### src/rtl/jsif_pkg.sv
// jsif_pkg: shared types and fixed-point constants of the jog scroll index filter
// used by jsif_mulq, jsif_core and jog_scroll_index_filter_top
package jsif_pkg;

  // fixed-point format and menu size limit
  localparam int FRAC_BITS = 16;
  localparam int MAX_ITEMS = 256;

  // Q.F constants, rounded to nearest
  localparam logic [17:0] K_0P4   = 18'(((2 << FRAC_BITS) + 2) / 5);
  localparam logic [17:0] K_0P05  = 18'(((1 << FRAC_BITS) + 10) / 20);
  localparam logic [31:0] K_0P1   = 32'(((1 << FRAC_BITS) + 5) / 10);
  localparam logic [31:0] K_0P001 = 32'(((1 << FRAC_BITS) + 500) / 1000);
  localparam logic [31:0] Q_ONE   = 32'(1 << FRAC_BITS);
  localparam logic [31:0] Q_HALF  = 32'(1 << (FRAC_BITS - 1));

  // configuration register indexes
  localparam logic [1:0] CFG_ENTRY_COUNT = 2'd0;
  localparam logic [1:0] CFG_BACK_ENTRY  = 2'd1;
  localparam logic [1:0] CFG_DRAG_GAIN   = 2'd2;

  // request operation codes
  localparam logic OP_ADD  = 1'b0;
  localparam logic OP_TICK = 1'b1;

  // drag gain after reset: 1.0
  localparam logic [17:0] DRAG_RESET = 18'(1 << FRAC_BITS);

  typedef struct packed {
    logic [8:0]  entry_count;
    logic        has_back_entry;
    logic [17:0] drag_gain;
  } jsif_cfg_t;

  typedef struct packed {
    logic signed [8:0]  menu_index;
    logic signed [24:0] position_fixed;
  } jsif_result_t;

endpackage

### src/rtl/jog_scroll_index_filter_top.sv
// jog_scroll_index_filter_top: configuration registers, request handshake and result register
// depends on jsif_pkg and jsif_core (which uses jsif_mulq)
//
// Add requests fold a signed jog count into the force, and the block accepts the next
// request in the following cycle. A tick request runs through its steps from acceptance
// to the next acceptance: one shared multiplier is used in turn for the
// force scaling, the snap pull and the drag gain, followed by the velocity, position and
// clamp steps. in_stall is high while a tick is in flight. Each tick gives one result,
// held in an output register, so a new request is taken while a result waits; a tick
// that finishes while the previous result is still stalled holds in its clamp step.
// An add gives no result. Configuration writes are always ready.
module jog_scroll_index_filter_top import jsif_pkg::*; (
  input  logic               clk,
  input  logic               rst,
  input  logic               in_valid,
  output logic               in_stall,
  input  logic               operation,
  input  logic signed [7:0]  jog_delta,
  output logic               out_valid,
  input  logic               out_stall,
  output logic signed [8:0]  menu_index,
  output logic signed [24:0] position_fixed,
  input  logic               cfg_valid,
  output logic               cfg_ready,
  input  logic [1:0]         cfg_index,
  input  logic [17:0]        cfg_data
);

  jsif_cfg_t    cfg;
  jsif_result_t result;
  logic         busy;
  logic         res_load;
  logic         res_free;
  logic         start;

  assign cfg_ready = 1'b1;
  assign in_stall  = busy;
  assign start     = in_valid && !busy;
  assign res_free  = !out_valid || !out_stall;

  // configuration registers
  always_ff @(posedge clk) begin
    if (rst) begin
      cfg.entry_count    <= 9'd0;
      cfg.has_back_entry <= 1'b0;
      cfg.drag_gain      <= DRAG_RESET;
    end else if (cfg_valid && cfg_ready) begin
      case (cfg_index)
        CFG_ENTRY_COUNT: cfg.entry_count    <= cfg_data[8:0];
        CFG_BACK_ENTRY:  cfg.has_back_entry <= cfg_data[0];
        CFG_DRAG_GAIN:   cfg.drag_gain      <= cfg_data;
        default: begin
        end
      endcase
    end
  end

  // result register
  always_ff @(posedge clk) begin
    if (rst) begin
      out_valid <= 1'b0;
    end else if (res_load) begin
      out_valid <= 1'b1;
    end else if (!out_stall) begin
      out_valid <= 1'b0;
    end
  end

  always_ff @(posedge clk) begin
    if (res_load) begin
      menu_index     <= result.menu_index;
      position_fixed <= result.position_fixed;
    end
  end

  jsif_core u_core (
    .clk       (clk),
    .rst       (rst),
    .start     (start),
    .operation (operation),
    .jog_delta (jog_delta),
    .cfg       (cfg),
    .res_free  (res_free),
    .busy      (busy),
    .res_load  (res_load),
    .result    (result)
  );

endmodule

### src/rtl/jsif_mulq.sv
// jsif_mulq: shared signed-by-unsigned Q.F multiplier, rounded half away from zero
// depends on jsif_pkg for FRAC_BITS and Q_HALF
module jsif_mulq import jsif_pkg::*; (
  input  logic signed [31:0] a,
  input  logic        [17:0] b,
  output logic signed [34:0] y
);

  logic [31:0] mag;
  logic [49:0] prod;
  logic [33:0] rnd;

  // magnitude, exact product, round and restore sign
  always_comb begin
    mag  = a[31] ? (~a + 32'd1) : a;
    prod = 50'(mag) * 50'(b);
    rnd  = 34'((prod + 50'(Q_HALF)) >> FRAC_BITS);
    y    = a[31] ? -$signed({1'b0, rnd}) : $signed({1'b0, rnd});
  end

endmodule

### src/rtl/jsif_core.sv
// jsif_core: sequencer and state registers of the jog scroll index filter
// depends on jsif_pkg and drives one shared jsif_mulq over the tick steps
module jsif_core import jsif_pkg::*; (
  input  logic              clk,
  input  logic              rst,
  input  logic              start,
  input  logic              operation,
  input  logic signed [7:0] jog_delta,
  input  jsif_cfg_t         cfg,
  input  logic              res_free,
  output logic              busy,
  output logic              res_load,
  output jsif_result_t      result
);

  typedef enum logic [2:0] {
    S_IDLE, S_FORCE, S_PULL, S_DRAG, S_VEL, S_POS, S_CLAMP
  } state_t;

  localparam logic signed [35:0] SAT_MAX = 36'sd2147483647;
  localparam logic signed [35:0] SAT_MIN = -36'sd2147483648;
  // top index keeps any position that still rounds down to it
  localparam int POS_MAX = (2 * MAX_ITEMS - 1) * (1 << (FRAC_BITS - 1)) - 1;
  localparam int POS_MIN = -(3 * (1 << (FRAC_BITS - 1)));

  state_t state;
  logic signed [31:0] force_accum;
  logic signed [31:0] scroll_position;
  logic signed [16:0] pull;
  logic signed [34:0] prod;
  logic signed [31:0] vel;
  logic signed [32:0] pos_sum;
  logic signed [18:0] idx;

  logic signed [31:0] mul_a;
  logic        [17:0] mul_b;
  logic signed [34:0] mul_y;

  logic        [FRAC_BITS-1:0] frac;
  logic signed [FRAC_BITS+1:0] pull_raw;
  logic signed [32:0] jog_q;
  logic signed [31:0] add_sat;
  logic signed [31:0] force_next;
  logic signed [16:0] pull_next;
  logic signed [31:0] vel_sat;
  logic signed [31:0] vel_next;
  logic signed [32:0] pos_next;
  logic        [32:0] pos_mag;
  logic        [33:0] pos_rnd;
  logic signed [18:0] idx_next;
  logic        [8:0]  count;
  logic signed [18:0] top_idx;
  logic signed [18:0] idx_c;
  logic signed [32:0] pos_c;

  function automatic logic signed [31:0] sat32(input logic signed [35:0] v);
    logic signed [31:0] r;
    if (v > SAT_MAX) r = 32'sh7FFFFFFF;
    else if (v < SAT_MIN) r = 32'sh80000000;
    else r = v[31:0];
    return r;
  endfunction

  function automatic logic below_thr(input logic signed [35:0] v, input logic [31:0] thr);
    logic [35:0] m;
    m = v[35] ? 36'(-v) : 36'(v);
    return m < 36'(thr);
  endfunction

  // shared multiplier
  jsif_mulq u_mulq (
    .a (mul_a),
    .b (mul_b),
    .y (mul_y)
  );

  // snap pull toward the nearer whole position
  always_comb begin
    frac = scroll_position[FRAC_BITS-1:0];
    if ({1'b0, frac} < (FRAC_BITS + 1)'(Q_HALF)) begin
      pull_raw = -$signed({2'b00, frac});
    end else begin
      pull_raw = $signed((FRAC_BITS + 2)'(Q_ONE) - {2'b00, frac});
    end
  end

  // operand selection for the shared multiplier
  always_comb begin
    case (state)
      S_FORCE: begin
        mul_a = force_accum;
        mul_b = K_0P4;
      end
      S_PULL: begin
        mul_a = {{(32 - FRAC_BITS - 2){pull_raw[FRAC_BITS+1]}}, pull_raw};
        mul_b = K_0P05;
      end
      default: begin
        mul_a = force_accum;
        mul_b = cfg.drag_gain;
      end
    endcase
  end

  // jog add with saturation
  always_comb begin
    jog_q   = 33'(jog_delta) <<< FRAC_BITS;
    add_sat = sat32(36'(33'(force_accum) + jog_q));
  end

  // dead zones after the force and pull products and after the velocity sum
  always_comb begin
    force_next = below_thr(36'(mul_y), K_0P1) ? 32'sd0 : mul_y[31:0];
    pull_next  = below_thr(36'(mul_y), K_0P001) ? 17'sd0 : mul_y[16:0];
    vel_sat    = sat32(36'(prod) + 36'(pull));
    vel_next   = below_thr(36'(vel_sat), K_0P001) ? 32'sd0 : vel_sat;
  end

  // advance and round half away from zero
  always_comb begin
    pos_next = 33'(scroll_position) + 33'(vel);
    pos_mag  = pos_next[32] ? 33'(-pos_next) : 33'(pos_next);
    pos_rnd  = 34'(pos_mag) + 34'(Q_HALF);
    if (pos_next[32]) begin
      idx_next = -$signed({1'b0, pos_rnd[33:FRAC_BITS]});
    end else begin
      idx_next = $signed({1'b0, pos_rnd[33:FRAC_BITS]});
    end
  end

  // clamp to the menu range
  always_comb begin
    count   = (10'(cfg.entry_count) > 10'(MAX_ITEMS)) ? 9'(MAX_ITEMS) : cfg.entry_count;
    top_idx = $signed({10'd0, count}) - 19'sd1;
    idx_c   = idx;
    pos_c   = pos_sum;
    if (idx >= $signed({10'd0, count})) begin
      idx_c = top_idx;
      pos_c = 33'(top_idx) <<< FRAC_BITS;
    end else if (idx < 19'sd0) begin
      if (cfg.has_back_entry) begin
        if (idx < -19'sd1) begin
          idx_c = -19'sd1;
          pos_c = -$signed({1'b0, Q_ONE});
        end
      end else begin
        idx_c = 19'sd0;
        pos_c = 33'sd0;
      end
    end
  end

  assign busy                  = (state != S_IDLE);
  assign res_load              = (state == S_CLAMP) && res_free;
  assign result.menu_index     = idx_c[8:0];
  assign result.position_fixed = pos_c[24:0];

  // sequencer and state registers
  always_ff @(posedge clk) begin
    if (rst) begin
      state           <= S_IDLE;
      force_accum     <= 32'sd0;
      scroll_position <= 32'sd0;
    end else begin
      case (state)
        S_IDLE: begin
          if (start) begin
            if (operation == OP_TICK) begin
              state <= S_FORCE;
            end else begin
              force_accum <= add_sat;
            end
          end
        end
        S_FORCE: begin
          force_accum <= force_next;
          state       <= S_PULL;
        end
        S_PULL: begin
          pull  <= pull_next;
          state <= S_DRAG;
        end
        S_DRAG: begin
          prod  <= mul_y;
          state <= S_VEL;
        end
        S_VEL: begin
          vel   <= vel_next;
          state <= S_POS;
        end
        S_POS: begin
          pos_sum <= pos_next;
          idx     <= idx_next;
          state   <= S_CLAMP;
        end
        S_CLAMP: begin
          if (res_free) begin
            scroll_position <= pos_c[31:0];
            state           <= S_IDLE;
          end
        end
        default: begin
          state <= S_IDLE;
        end
      endcase
    end
  end

  // a tick request starts the force step
  a_tick_start: assert property (@(posedge clk) disable iff (rst)
    start && (operation == OP_TICK) |=> (state == S_FORCE))
    else $error("tick request did not start the sequence");

  // scaled force is zero or at least the force threshold
  a_force_dead: assert property (@(posedge clk) disable iff (rst)
    ($past(state) == S_FORCE) |-> (force_accum == 32'sd0) ||
      !below_thr(36'(force_accum), K_0P1))
    else $error("scaled force inside dead zone");

  // velocity is zero or at least the velocity threshold
  a_vel_dead: assert property (@(posedge clk) disable iff (rst)
    (state == S_POS) |-> (vel == 32'sd0) || !below_thr(36'(vel), K_0P001))
    else $error("velocity inside dead zone");

  // stored position stays within the clamp window
  a_pos_range: assert property (@(posedge clk) disable iff (rst)
    res_load |=> (scroll_position <= 32'(POS_MAX)) && (scroll_position >= 32'(POS_MIN)))
    else $error("position outside clamp window");

endmodule
### config.mk
export PLATFORM = sky130hd
export DESIGN_NAME = jog_scroll_index_filter_top
export DESIGN_NICKNAME = d
export VERILOG_FILES = /design/src/rtl/jsif_pkg.sv /design/src/rtl/jog_scroll_index_filter_top.sv /design/src/rtl/jsif_mulq.sv /design/src/rtl/jsif_core.sv
export SDC_FILE = /design/constraint.sdc
export NUM_CORES = 2
export LEC_CHECK = 0
export ABC_AREA = 1
export BUFFER_PORTS_ARGS = -buffer_cell sky130_fd_sc_hd__buf_4
export CELL_PAD_IN_SITES_DETAIL_PLACEMENT = 0
export CELL_PAD_IN_SITES_GLOBAL_PLACEMENT = 1
export CORE_MARGIN = 3
export CORE_UTILIZATION = 32
export DETAILED_ROUTE_END_ITERATION = 16
export HOLD_SLACK_MARGIN = 0.03
export PLACE_DENSITY_LB_ADDON = 0.1
export SYNTH_ARGS = -nofsm -noshare
export SYNTH_HDL_FRONTEND = slang
export SYNTH_HIERARCHICAL = 1
export SYNTH_SLANG_ARGS = --single-unit
### constraint.sdc
create_clock -name clk -period 10.6 [get_ports clk]
set_clock_uncertainty 0.05 [all_clocks]
set_input_delay 2.12 -clock clk [delete_from_list [all_inputs] [get_ports clk]]
set_output_delay 2.12 -clock clk [all_outputs]
set_load 0.02 [all_outputs]
==> metrics <==
result of the run=finished, violations left; failing checks=setup timing; root buffer cell=clkbuf_16; Period minus WS final=between 10 and 15 ns; min-delay worst type=reg2reg; antenna violations before repair=1; synthesized net count=about 7000; routed vias/inst=4.71; proportion of layout cells with a drive suffix above 1=22.4%; fmax=a little over 0.09 GHz; clock sinks=between 200 and 300; post-synthesis instance area=approximately 43000 um2; WP data arrival=11.09 ns; clock transition at the registers of the reported paths=0.06 ns; non-filler cells, final=approximately 8700; maximum number of pins on one net before global-route repair=66; Post-Place Setup Slack=-1.28 ns; io pins=71; largest stage delay on the critical path=0.60 ns; CP Capture Type=flip-flop; tightest slew margin relative to the limit=between 10% and 20%; number of buffers added to fix hold violations after cts=0; number of enable flip-flop cells after synthesis=approximately 170; Routed WL=about 170000 um; Post-Syn Area per Cell=6.79 um2; number of buffers created by CTS=35; Core Footprint=132000 um2; quantity of I/O buffers inserted on ports=69; number of library cell types mapped by synthesis=65; kind of critical path=reg2reg; cell at the slowest stage of the critical path=fa_2; Worst Hold Slack=approximately 0.41 ns; clock tree from TritonCTS=built; global-route total usage across every layer=between 20 and 25%; Filler cells=14300; Fin. Hold Viols=0; Rows=133; most frequent cell on the critical path=inv_1; post-layout net count=7719; area of the multi-input gates=32300 um2; Detail Route Antenna Nets=0; Overflow after GRT=0; register bit total from synthesis=265; share of the yosys chip area belonging to registers=16.4%; average detailed-routed wire length per instance=around 19 um; Die Width=~370 um; commonest cells after routing, fill and taps aside=nand2_1, inv_1, buf_4; CTS HTree Levels=2; Max-cap violations=0; slew of the pin with the lowest slew margin=1.22 ns; flip-flop and latch area=7000 um2; insertion delay to the later sink of the worst-skew pair=0.60 ns; via count of the first global-routing pass=41300; height of the die=372 um; DR iter-0 viols=2506; total via count after detailed routing=between 40000 and 50000; biggest fanout along the worst timing path=9; total setup violations reported at the end of the flow=49; Yosys Warn Count=6; share of synthesized registers carrying an async set or reset=0%; DP Cell Count=8572; ys flop type=edfxtp_1; maximum clock path buffer count=3; unrepaired setup endpoints after global routing=true; starting density of the core=32.4%; number of max-slew violations in the final report=0; Worst Setup Slack, final=-0.215 ns; area growth from synthesis to layout=26.5%; number of optimization iterations in the first detailed-route pass=5; critical path required time=10.88 ns; area of the die=roughly 140000 um2; most common library cell in the layout ignoring fill and taps=nand2_1; gate count of the mapped netlist=6302; diode insertion count for antenna repair=0; half-perimeter wire length of the detailed placement result=140000 um; critical path startpoint category=flip-flop; Post-route DRC=0; Final Core Density=40.9%; first-pass GRT wire length=251000 um; period utilization=102%; placer's final routability congestion estimate=0.888
-- stage by stage --
step | instance area, um2 | setup TNS [ns]
global route | 54100 | -36.21
detailed placement | 49500 | -61.28
floorplan | 42800 | 0
CTS | 52500 | -7.07
finish | 54100 | -7.37
global placement | 49500 | -73.02
-- Yosys cell counts, drive strengths merged, types with 3 or more instances --
cell	n	area [um2]
nand2	1832	7040
inv	1308	4910
nor2	786	3160
fa	483	9670
nand3	372	1910
ha	248	3100
a21oi	217	1100
o21ai	171	878
edfxtp	169	5070
clkbuf	119	497
dfxtp	96	1920
nand4	91	569
xor2	80	708
buf	61	430
nor3	53	275
xnor2	44	393
o21bai	31	236
or2	26	163
clkinv	21	78.8
nand3b	18	135
nor4	15	93.8
o211ai	10	75.1
and2	8	50.1
a31oi	7	43.8
a21o	5	37.5
o31ai	5	37.5
or3	4	25.0
a211oi	3	22.5
a21boi	3	22.5
nor3b	3	27.5
-- cells by family (layout without fill, tap and decap cells) --
logic type,after synthesis,after routing,synth area share (%)
buffers and inverters,1509,2188,13.8
other,1,1,0.00877
xor gates and xnor gates,124,124,2.57
DFF,265,265,16.4
AOI/OAI and AO/OA,462,462,5.93
and+or+nand+nor,3210,3210,31.4
adders and majority gates,731,731,29.9
-- worst max-delay path, delay by kind of cell, from the launching register on --
kind            cells  cell delay, ns
flops               1            0.33
fa+ha+maj           7            3.38
compound gates      5            0.77
buf+inv            21            1.99
simple gates       31            3.53
xor+xnor            3            0.49
-- layout make-up --
class                           instances  share of cell area, %
Multi-Input combinational cell       4528                   59.6
Sequential cell                       265                   12.9
Timing Repair Buffer                  795                   11.8
Inverter                             1329                   9.32
Tap cell                             1755                   4.06
Clock buffer                           41                   1.74
Clock inverter                         23                  0.481
-- registers in the layout (all words and copies together) (netlist names) --
register / count
u_core/prod: 35
u_core/force_accum: 32
u_core/pos_sum: 32
u_core/scroll_position: 32
u_core/vel: 32
cfg: 28
position_fixed: 25
u_core/idx: 19
u_core/pull: 17
menu_index: 9
u_core/state: 3
out_valid: 1
-- final timing paths --
path	depth (start not counted)	end	slack, ns	start
setup / recovery	67	u_core/pull[14]	-0.22	u_core/scroll_position[2]
setup reg to reg	67	u_core/pull[14]	-0.22	u_core/scroll_position[2]
hold / removal	2	u_core/force_accum[6]	0.41	u_core/force_accum[6]
hold reg to reg	2	u_core/force_accum[6]	0.41	u_core/force_accum[6]
-- routing by layer --
layer / wire length, um / vias up / track usage (%)
li1: - / 20500 / -
met2: 79700 / 725 / 41.1
met4: 5950 / 2 / 7.68
met5: 13 / - / 0
met3: 6340 / 196 / 2.74
met1: 74100 / 19700 / 31.6
-- what timing repair did --
item	4_1_cts	5_1_grt
gates cloned	2	1
setup buffers	48	50
setup endpoints to repair	49	49
resized for setup	408	331
pin swaps	106	257
hold endpoints to repair	0	0
Power is not shown: default switching activity piles up to over one toggle a cycle in this logic, so the estimate is an artifact.
